### src/hw/rtl/ecl_pkg.sv
// ----------------------------------------------------------------------------
// ecl_pkg: shared constants and types of the equivalence class lister
// Element and link storage sizes, null link code, walker result record.
// ----------------------------------------------------------------------------
`default_nettype none

package ecl_pkg;

	localparam int ELEMENTS      = 32;
	localparam int PAIR_CAPACITY = 64;
	localparam int EDGE_SLOTS    = 2 * PAIR_CAPACITY;

	localparam int IDX_W   = 5;                        // element index field width
	localparam int CNT_W   = 6;                        // element_count register width
	localparam int EADDR_W = $clog2(EDGE_SLOTS);       // link memory address
	localparam int EPTR_W  = $clog2(EDGE_SLOTS + 1);   // link pointer incl. null
	localparam int LINK_W  = IDX_W + EPTR_W;           // neighbor plus next pointer

	localparam logic [EPTR_W-1:0] NO_EDGE     = EPTR_W'(EDGE_SLOTS);
	localparam logic [EPTR_W-1:0] EDGE_LIMIT  = EPTR_W'(EDGE_SLOTS - 2);
	localparam logic [CNT_W-1:0]  ELEM_CNT    = CNT_W'(ELEMENTS);
	localparam logic [CNT_W-1:0]  COUNT_RESET = CNT_W'(32);

	localparam logic OP_LOAD = 1'b0;
	localparam logic OP_END  = 1'b1;

	typedef struct packed {
		logic             valid;
		logic [IDX_W-1:0] member;
		logic             starts_class;
		logic [IDX_W-1:0] class_leader;
		logic             dropped_pairs;
		logic             last;
	} emit_t;

endpackage

`default_nettype wire

### src/hw/rtl/ecl_ram.sv
// ----------------------------------------------------------------------------
// ecl_ram: generic single-write, single-read RAM
// One write port, one read port with enabled, registered read data.
// ----------------------------------------------------------------------------
`default_nettype none

module ecl_ram #(
	parameter int WIDTH = 8,
	parameter int DEPTH = 16
) (
	input  wire logic                     clk,
	input  wire logic                     wr_en,
	input  wire logic [$clog2(DEPTH)-1:0] wr_addr,
	input  wire logic [WIDTH-1:0]         wr_data,
	input  wire logic                     rd_en,
	input  wire logic [$clog2(DEPTH)-1:0] rd_addr,
	output logic      [WIDTH-1:0]         rd_data
);

	logic [WIDTH-1:0] mem_q [DEPTH];

	always_ff @(posedge clk) begin
		if (wr_en) begin
			mem_q[wr_addr] <= wr_data;
		end
		if (rd_en) begin
			rd_data <= mem_q[rd_addr];
		end
	end

endmodule

`default_nettype wire

### src/hw/rtl/ecl_walker.sv
// ----------------------------------------------------------------------------
// ecl_walker: link loader and class walk sequencer
// Builds per-element neighbor lists in link RAM, then walks them with a stack.
// ----------------------------------------------------------------------------
`default_nettype none

module ecl_walker (
	input  wire logic                      clk,
	input  wire logic                      arst_n,
	input  wire logic                      item_valid,
	input  wire logic                      opcode,
	input  wire logic [ecl_pkg::IDX_W-1:0] first_element,
	input  wire logic [ecl_pkg::IDX_W-1:0] second_element,
	output logic                           item_stall,
	input  wire logic [ecl_pkg::CNT_W-1:0] count,      // effective element count
	input  wire logic                      emit_ok,    // output slot can take a result
	output ecl_pkg::emit_t                 emit
);

	typedef enum logic [2:0] {IDLE, LOAD2, SCAN, WALK, READ} state_t;

	state_t                       state_q;
	logic [ecl_pkg::EPTR_W-1:0]   head_q [ecl_pkg::ELEMENTS];
	logic [ecl_pkg::ELEMENTS-1:0] unlisted_q;
	logic [ecl_pkg::IDX_W-1:0]    stack_q [ecl_pkg::ELEMENTS];
	logic [ecl_pkg::CNT_W-1:0]    depth_q;
	logic [ecl_pkg::EPTR_W-1:0]   edge_cnt_q;
	logic                         drop_q;
	logic [ecl_pkg::IDX_W-1:0]    pa_q, pb_q;
	logic [ecl_pkg::CNT_W-1:0]    scan_q;
	logic [ecl_pkg::IDX_W-1:0]    leader_q;
	logic [ecl_pkg::EPTR_W-1:0]   e_q;
	logic [ecl_pkg::CNT_W-1:0]    emit_cnt_q;

	logic                         accept;
	logic                         pair_bad;
	logic [ecl_pkg::IDX_W-1:0]    head_addr;
	logic [ecl_pkg::EPTR_W-1:0]   head_rd;
	logic [ecl_pkg::IDX_W-1:0]    stack_top;
	logic [ecl_pkg::CNT_W-1:0]    depth_dec;
	logic                         ram_we, ram_re;
	logic [ecl_pkg::LINK_W-1:0]   ram_wdata, ram_rdata;
	logic [ecl_pkg::IDX_W-1:0]    nb;
	logic [ecl_pkg::EPTR_W-1:0]   nb_next;
	logic                         scan_done, scan_hit, nb_hit;
	logic [ecl_pkg::IDX_W-1:0]    scan_idx;

	assign accept     = item_valid && !item_stall;
	assign item_stall = (state_q != IDLE);
	assign pair_bad   = ({1'b0, first_element} >= count) || ({1'b0, second_element} >= count)
	                    || (edge_cnt_q > ecl_pkg::EDGE_LIMIT);

	assign depth_dec = depth_q - 1'b1;
	assign stack_top = stack_q[depth_dec[ecl_pkg::IDX_W-1:0]];
	assign scan_idx  = scan_q[ecl_pkg::IDX_W-1:0];

	always_comb begin
		unique case (state_q)
			LOAD2:   head_addr = pb_q;
			SCAN:    head_addr = scan_idx;
			WALK:    head_addr = stack_top;
			default: head_addr = first_element;
		endcase
	end
	assign head_rd = head_q[head_addr];

	assign {nb, nb_next} = ram_rdata;
	assign scan_done = (scan_q >= count);
	assign scan_hit  = !scan_done && unlisted_q[scan_idx];
	assign nb_hit    = ({1'b0, nb} < count) && unlisted_q[nb];

	// link writes: first half of a pair at accept, second half in LOAD2
	always_comb begin
		ram_we    = 1'b0;
		ram_wdata = {second_element, head_rd};
		if (state_q == IDLE && accept && opcode == ecl_pkg::OP_LOAD && !pair_bad) begin
			ram_we = 1'b1;
		end else if (state_q == LOAD2) begin
			ram_we    = 1'b1;
			ram_wdata = {pa_q, head_rd};
		end
	end
	assign ram_re = (state_q == WALK) && (e_q < ecl_pkg::NO_EDGE);

	ecl_ram #(
		.WIDTH(ecl_pkg::LINK_W),
		.DEPTH(ecl_pkg::EDGE_SLOTS)
	) u_link_ram (
		.clk     (clk),
		.wr_en   (ram_we),
		.wr_addr (edge_cnt_q[ecl_pkg::EADDR_W-1:0]),
		.wr_data (ram_wdata),
		.rd_en   (ram_re),
		.rd_addr (e_q[ecl_pkg::EADDR_W-1:0]),
		.rd_data (ram_rdata)
	);

	always_comb begin
		emit               = '0;
		emit.dropped_pairs = drop_q;
		emit.last          = (emit_cnt_q == count - 1'b1);
		if (state_q == SCAN) begin
			emit.valid        = scan_hit && emit_ok;
			emit.member       = scan_idx;
			emit.starts_class = 1'b1;
			emit.class_leader = scan_idx;
		end else if (state_q == READ) begin
			emit.valid        = nb_hit && emit_ok;
			emit.member       = nb;
			emit.class_leader = leader_q;
		end
	end

	always_ff @(posedge clk) begin
		if (state_q == READ && nb_hit && emit_ok && depth_q < ecl_pkg::ELEM_CNT) begin
			stack_q[depth_q[ecl_pkg::IDX_W-1:0]] <= nb;
		end
	end

	always_ff @(posedge clk or negedge arst_n) begin
		if (!arst_n) begin
			state_q    <= IDLE;
			head_q     <= '{default: ecl_pkg::NO_EDGE};
			unlisted_q <= '1;
			depth_q    <= '0;
			edge_cnt_q <= '0;
			drop_q     <= 1'b0;
			pa_q       <= '0;
			pb_q       <= '0;
			scan_q     <= '0;
			leader_q   <= '0;
			e_q        <= ecl_pkg::NO_EDGE;
			emit_cnt_q <= '0;
		end else begin
			if (emit.valid) begin
				emit_cnt_q <= emit_cnt_q + 1'b1;
			end
			unique case (state_q)
				IDLE: begin
					if (accept && opcode == ecl_pkg::OP_END) begin
						scan_q     <= '0;
						emit_cnt_q <= '0;
						state_q    <= SCAN;
					end else if (accept && pair_bad) begin
						drop_q <= 1'b1;
					end else if (accept) begin
						head_q[first_element] <= edge_cnt_q;
						edge_cnt_q            <= edge_cnt_q + 1'b1;
						pa_q                  <= first_element;
						pb_q                  <= second_element;
						state_q               <= LOAD2;
					end
				end
				LOAD2: begin
					head_q[pb_q] <= edge_cnt_q;
					edge_cnt_q   <= edge_cnt_q + 1'b1;
					state_q      <= IDLE;
				end
				SCAN: begin
					if (scan_done) begin
						// listing complete: back to the empty-graph state
						head_q     <= '{default: ecl_pkg::NO_EDGE};
						unlisted_q <= '1;
						depth_q    <= '0;
						edge_cnt_q <= '0;
						drop_q     <= 1'b0;
						state_q    <= IDLE;
					end else if (!unlisted_q[scan_idx]) begin
						scan_q <= scan_q + 1'b1;
					end else if (emit_ok) begin
						unlisted_q[scan_idx] <= 1'b0;
						leader_q             <= scan_idx;
						e_q                  <= head_rd;
						depth_q              <= '0;
						state_q              <= WALK;
					end
				end
				WALK: begin
					if (e_q < ecl_pkg::NO_EDGE) begin
						state_q <= READ;
					end else if (depth_q == '0) begin
						scan_q  <= scan_q + 1'b1;
						state_q <= SCAN;
					end else begin
						depth_q <= depth_dec;
						e_q     <= head_rd;   // list of the popped element
					end
				end
				READ: begin
					if (!nb_hit) begin
						e_q     <= nb_next;
						state_q <= WALK;
					end else if (emit_ok) begin
						unlisted_q[nb] <= 1'b0;
						if (depth_q < ecl_pkg::ELEM_CNT) begin
							depth_q <= depth_q + 1'b1;
						end
						e_q     <= nb_next;
						state_q <= WALK;
					end
				end
				default: state_q <= IDLE;
			endcase
		end
	end

`ifndef SYNTHESIS
	a_emit_slot: assert property (@(posedge clk) disable iff (!arst_n)
		emit.valid |-> emit_ok)
		else $error("result issued while output slot busy");
	a_depth_max: assert property (@(posedge clk) disable iff (!arst_n)
		depth_q <= ecl_pkg::ELEM_CNT)
		else $error("walk stack overflow");
	a_edge_max: assert property (@(posedge clk) disable iff (!arst_n)
		edge_cnt_q <= ecl_pkg::NO_EDGE)
		else $error("link count beyond capacity");
	a_clear: assert property (@(posedge clk) disable iff (!arst_n)
		(state_q == SCAN && scan_done) |=> (edge_cnt_q == '0 && unlisted_q == '1 && !drop_q))
		else $error("state not cleared after listing");
	a_read_valid: assert property (@(posedge clk) disable iff (!arst_n)
		(state_q == READ) |-> (e_q < ecl_pkg::NO_EDGE))
		else $error("link read through null pointer");
`endif

endmodule

`default_nettype wire

### src/hw/rtl/equivalence_class_lister.sv
// ----------------------------------------------------------------------------
// equivalence_class_lister: lists elements grouped by equivalence class
// Loads pairs into neighbor lists, then emits every element once per class.
// ----------------------------------------------------------------------------
//
//  channel  | handshake               | payload
//  ---------+-------------------------+------------------------------------------
//  item     | item_valid / item_stall | opcode, first_element, second_element
//  result   | result_valid / result_stall | member, starts_class, class_leader,
//           |                         |   dropped_pairs, last
//  config   | cfg_valid / cfg_ready   | element_count
//
//  A pair load makes two link RAM writes, one per direction.
//  An end item scans the elements and walks each class's neighbor lists
//  with a stack; the link RAM read in the walk loop is registered.
//  The block stalls its item channel from transfer until its work is done.
//  A stalled result holds in the output register and the walk waits on it.
//  Reset and the end of each listing return to empty lists; element_count
//  keeps its value (32 after reset).
// ----------------------------------------------------------------------------
`default_nettype none

module equivalence_class_lister (
	input  wire logic                      clk,
	input  wire logic                      arst_n,
	// configuration
	input  wire logic                      cfg_valid,
	output logic                           cfg_ready,
	input  wire logic [ecl_pkg::CNT_W-1:0] element_count,
	// items
	input  wire logic                      item_valid,
	output logic                           item_stall,
	input  wire logic                      opcode,
	input  wire logic [ecl_pkg::IDX_W-1:0] first_element,
	input  wire logic [ecl_pkg::IDX_W-1:0] second_element,
	// results
	output logic                           result_valid,
	input  wire logic                      result_stall,
	output logic [ecl_pkg::IDX_W-1:0]      member,
	output logic                           starts_class,
	output logic [ecl_pkg::IDX_W-1:0]      class_leader,
	output logic                           dropped_pairs,
	output logic                           last
);

	logic [ecl_pkg::CNT_W-1:0] count_q;     // element_count register
	logic [ecl_pkg::CNT_W-1:0] count_eff;   // saturated to ELEMENTS
	logic                      emit_ok;
	ecl_pkg::emit_t            emit;
	ecl_pkg::emit_t            res_q;       // output register

	// the user must issue writes only while idle (not enforced here); the port never pushes back
	assign cfg_ready = 1'b1;

	always_ff @(posedge clk or negedge arst_n) begin
		if (!arst_n) begin
			count_q <= ecl_pkg::COUNT_RESET;
		end else if (cfg_valid && cfg_ready) begin
			count_q <= element_count;
		end
	end

	assign count_eff = (count_q > ecl_pkg::ELEM_CNT) ? ecl_pkg::ELEM_CNT : count_q;

	// slot is free when empty or when its result transfers this cycle
	assign emit_ok = !res_q.valid || !result_stall;

	ecl_walker u_walker (
		.clk            (clk),
		.arst_n         (arst_n),
		.item_valid     (item_valid),
		.opcode         (opcode),
		.first_element  (first_element),
		.second_element (second_element),
		.item_stall     (item_stall),
		.count          (count_eff),
		.emit_ok        (emit_ok),
		.emit           (emit)
	);

	always_ff @(posedge clk or negedge arst_n) begin
		if (!arst_n) begin
			res_q <= '0;
		end else if (emit.valid) begin
			res_q <= emit;
		end else if (!result_stall) begin
			res_q.valid <= 1'b0;
		end
	end

	assign result_valid  = res_q.valid;
	assign member        = res_q.member;
	assign starts_class  = res_q.starts_class;
	assign class_leader  = res_q.class_leader;
	assign dropped_pairs = res_q.dropped_pairs;
	assign last          = res_q.last;

`ifndef SYNTHESIS
	a_no_overwrite: assert property (@(posedge clk) disable iff (!arst_n)
		(res_q.valid && result_stall) |=> (res_q.valid && $stable(res_q)))
		else $error("pending result overwritten");
	a_start_leader: assert property (@(posedge clk) disable iff (!arst_n)
		(res_q.valid && res_q.starts_class) |-> (res_q.member == res_q.class_leader))
		else $error("class start is not its own leader");
	a_leader_low: assert property (@(posedge clk) disable iff (!arst_n)
		res_q.valid |-> (res_q.class_leader <= res_q.member))
		else $error("leader above member");
`endif

endmodule

`default_nettype wire
### config.mk
export PLATFORM = sky130hd
export DESIGN_NAME = equivalence_class_lister
export DESIGN_NICKNAME = d
export VERILOG_FILES = /design/src/hw/rtl/ecl_pkg.sv /design/src/hw/rtl/ecl_ram.sv /design/src/hw/rtl/ecl_walker.sv /design/src/hw/rtl/equivalence_class_lister.sv
export SDC_FILE = /design/constraint.sdc
export NUM_CORES = 2
export LEC_CHECK = 0
export BUFFER_PORTS_ARGS = -buffer_cell sky130_fd_sc_hd__buf_2
export CORE_MARGIN = 2
export CORE_UTILIZATION = 35
export CTS_CLUSTER_SIZE = 8
export DETAILED_ROUTE_END_ITERATION = 8
export PLACE_DENSITY = 0.54
export SLEW_MARGIN = 20
export SYNTH_ARGS = -nofsm -noshare
export SYNTH_HDL_FRONTEND = slang
export SYNTH_SLANG_ARGS = --single-unit
### constraint.sdc
create_clock -name clk -period 12.95 [get_ports clk]
set_input_delay 1.9425 -clock clk [delete_from_list [all_inputs] [get_ports clk]]
set_output_delay 1.9425 -clock clk [all_outputs]
set_load 0.01 [all_outputs]
==> results.tsv <==
stage	metric	value	unit
placement	gp_congestion	0.8403	
clock_tree	cts_hold_buf	0	
cells_and_area	drive_gt1_share	25.99	%
clock_tree	clock_latency	860	ps
sta	period_needed	6906	ps
logic_synthesis	ys.flop_type	edfxtp_1	
drt	drt_iter0_drc	5032	
pwr	peakVddDrop	0.4942	mV
sta	rsz0062_at_grt	no	
setup_path	start_kind	register	
pwr	power_leakage	0.03464	µW
logic_synthesis	synth_fp_nets	5052	
clock_tree	cts_tree	done	
floorplanning	start_util	35.20	%
sta	finalClockSkew	78.43	ps
hold_path	worstHoldPathType	reg -> reg	
drt	ant_nets	0	
logic_synthesis	yosysSeqAreaShare	70.38	%
sta	tightestPinTransition	1108	ps
global_routing	grt_pass1_wl	352000	µm
drt	drt_pre_antenna_iters	5	
cells_and_area	nets	5251	
cells_and_area	final.fill_count	23050	
cells_and_area	area_delta_synth_final	14.57	%
global_routing	grt_use_met1	25.59	%
drt	vias	49140	
clock_tree	cts_buffers	318	
setup_path	required	13460	ps
clock_tree	cts.clk_slew.worst_paths	50	ps
clock_tree	cts.sinks	2198	
sta	setup_violations	0	
pwr	powerDensity	294.9	nW/µm²
setup_path	worstPathArrival	7410	ps
sta	hold-worst-slack	469.8	ps
placement	io_buffers	36	
sta	post-route-period-util	53.33	%
global_routing	busiest_layer	met2	
logic_synthesis	syn_avg_cell_area	18.27	µm²
logic_synthesis	netlist_area	91330	µm²
sta	slew_headroom	26.14	%
logic_synthesis	synth-seq-cells	2198	
floorplanning	die_h	514.8	µm
clock_tree	post_cts_buffers	0	
drt	wl_per_cell	27.60	µm
logic_synthesis	synth_cell_types	87	
sta	fmax	144.8	MHz
setup_path	cp_max_fo	76	
global_routing	use_met2	28.53	%
global_routing	grt_pass1_vias	49970	
setup_path	end_kind	register	
sta	fin_setup_tns	0	ps
global_routing	grt_overflow	0	
logic_synthesis	synthArstFlopShare	16.42	%
cells_and_area	layout_commonest_cell	edfxtp_1	
floorplanning	core_area	259500	µm²
flow_run	maxCapViolations	0	
clock_tree	ctsResizeCount	0	
floorplanning	die-width	514.8	µm
sta	report.final.hold_viol_count	0	
logic_synthesis	yosysTopAreaCell	edfxtp_1	
logic_synthesis	synth_top_area_share	60.40	%
floorplanning	die-area	265000	µm²
global_routing	grt_use_met3	2.625	%
hold_path	hold_depth	2	
run_status	status	finished, final reports clean	
clock_tree	cts_root_buf	clkbuf_16	
floorplanning	rows	187	
sta	slew_violations	0	
setup_path	path_class	reg -> reg	
drt	viasPerCell	5.654	
global_routing	antenna_found_initial	6	
clock_tree	htreeDepth	5	
global_routing	grtUsageTotal	17.87	%
logic_synthesis	synth-edff-count	1837	
logic_synthesis	synth.area.top_cells	edfxtp_1 (60%), mux4_2 (15%), dfrtp_1 (8.1%), a22o_1 (2.5%), dfstp_2 (1.9%)	
logic_synthesis	yosysWarnings	0	
drt	drc	0	
drt	routed_wl	239800	µm
cells_and_area	layout_common_cells	edfxtp_1 (1837), mux4_2 (603), clkbuf_16 (325), dfrtp_1 (283), nor2_1 (267)	
setup_path	r2r_cells	15	
global_routing	grt_max_degree	125	
floorplanning	ios	38	
placement	dp_hpwl	143700	µm
clock_tree	clock_path_buffers	4	
logic_synthesis	syn-instance-count	4998	
==> metrics by stage <==
| step | setup slack, ps | std cells | area, µm² | power, µW | util, % |
|---|---|---|---|---|---|
| 2_1_floorplan | 4776 | 4998 | 91330 | 19380 | - |
| 3_3_place_gp | 6027 | 8278 | 95840 | 23300 | 36.94 |
| 3_5_place_dp | 6060 | 8279 | 95920 | 23680 | 36.97 |
| 4_1_cts | 6070 | 8689 | 104600 | 31140 | 40.32 |
| 5_1_grt | 5739 | 8689 | 104600 | 32140 | 40.32 |
| 6_report | 6044 | 8691 | 104600 | 30850 | 40.32 |
==> report_power, final <==
group | total (µW) | internal [µW] | leakage (µW) | switching, µW
logic | 11100 | 3110 | 0.00914 | 8020
clock network | 7420 | 4510 | 0.00422 | 2910
registers | 12300 | 11900 | 0.0213 | 419
total | 30900 | 19500 | 0.0346 | 11400
==> area by class of cell <==
type                       count  area [µm²]  area share, %
antenna                        2       5.005       0.004783
tap                         3402        4257          4.068
clock buffer                 391        8401          8.029
clock inverter                19       291.5         0.2786
timing repair buffer         217        1610          1.539
inverter                      44       185.2         0.1770
sequential                  2198       64300          61.46
multi-input combinational   2418       25580          24.44
==> worst paths after layout <==
path                                startpoint                                end  slack, ps
setup / recovery           u_walker.depth_q[0]  u_walker.u_link_ram.mem_q[116][6]       6040
hold / removal                 class_leader[4]                    class_leader[4]        470
setup reg to reg           u_walker.depth_q[0]  u_walker.u_link_ram.mem_q[116][6]       6040
hold reg to reg                class_leader[4]                    class_leader[4]        470
max in group asynchronous               arst_n                    u_walker.e_q[0]       9490
min in group asynchronous               arst_n                          member[2]       1130
==> critical path, cell delays in order (launching register included) <==
cell      delay (ps)
dfrtp_2          570
inv_1            160
ha_2             680
buf_4            440
mux4_2           350
and3_4           190
o311a_4          550
a41oi_4          300
buf_4            840
mux2i_1          190
mux2i_1          310
o22ai_1          160
nor2_2           150
o221ai_2         210
inv_4            460
buf_4            700
==> cell usage after synthesis, types with 19 or more instances <==
| cell type | instances |
|---|---|
| a21o_1 | 29 |
| a21oi_1 | 125 |
| a22o_1 | 257 |
| a31oi_1 | 21 |
| and2_1 | 25 |
| and3_1 | 42 |
| buf_1 | 56 |
| buf_2 | 23 |
| clkbuf_1 | 229 |
| dfrtp_1 | 295 |
| dfstp_2 | 66 |
| edfxtp_1 | 1837 |
| ha_1 | 32 |
| inv_1 | 42 |
| mux2_2 | 34 |
| mux2i_1 | 113 |
| mux4_2 | 603 |
| nand2_1 | 262 |
| nand3_1 | 44 |
| nor2_1 | 299 |
| nor2b_1 | 22 |
| nor3_1 | 27 |
| o21ai_0 | 106 |
| o221ai_1 | 34 |
| o22ai_1 | 33 |
| o2bb2ai_1 | 40 |
| xnor2_1 | 19 |
==> cell families (layout without fill, tap and decap cells) <==
kind of cell | count (synthesis) | after routing | synth area share [%]
other cells | 1 | 3 | 0.004106
mux | 751 | 751 | 16.56
fa+ha+maj | 32 | 32 | 0.4384
xor+xnor | 27 | 27 | 0.2754
compound gates | 800 | 800 | 6.519
flops | 2198 | 2198 | 70.38
simple gates | 807 | 807 | 3.979
buf+inv | 382 | 671 | 1.843
==> metal layers <==
layer	part of all wire [%]	wire, µm
met5	0	0
met4	2.4	5724
met3	5.5	13120
met2	48	114200
met1	45	106800
(Power assumes the default switching activity.)
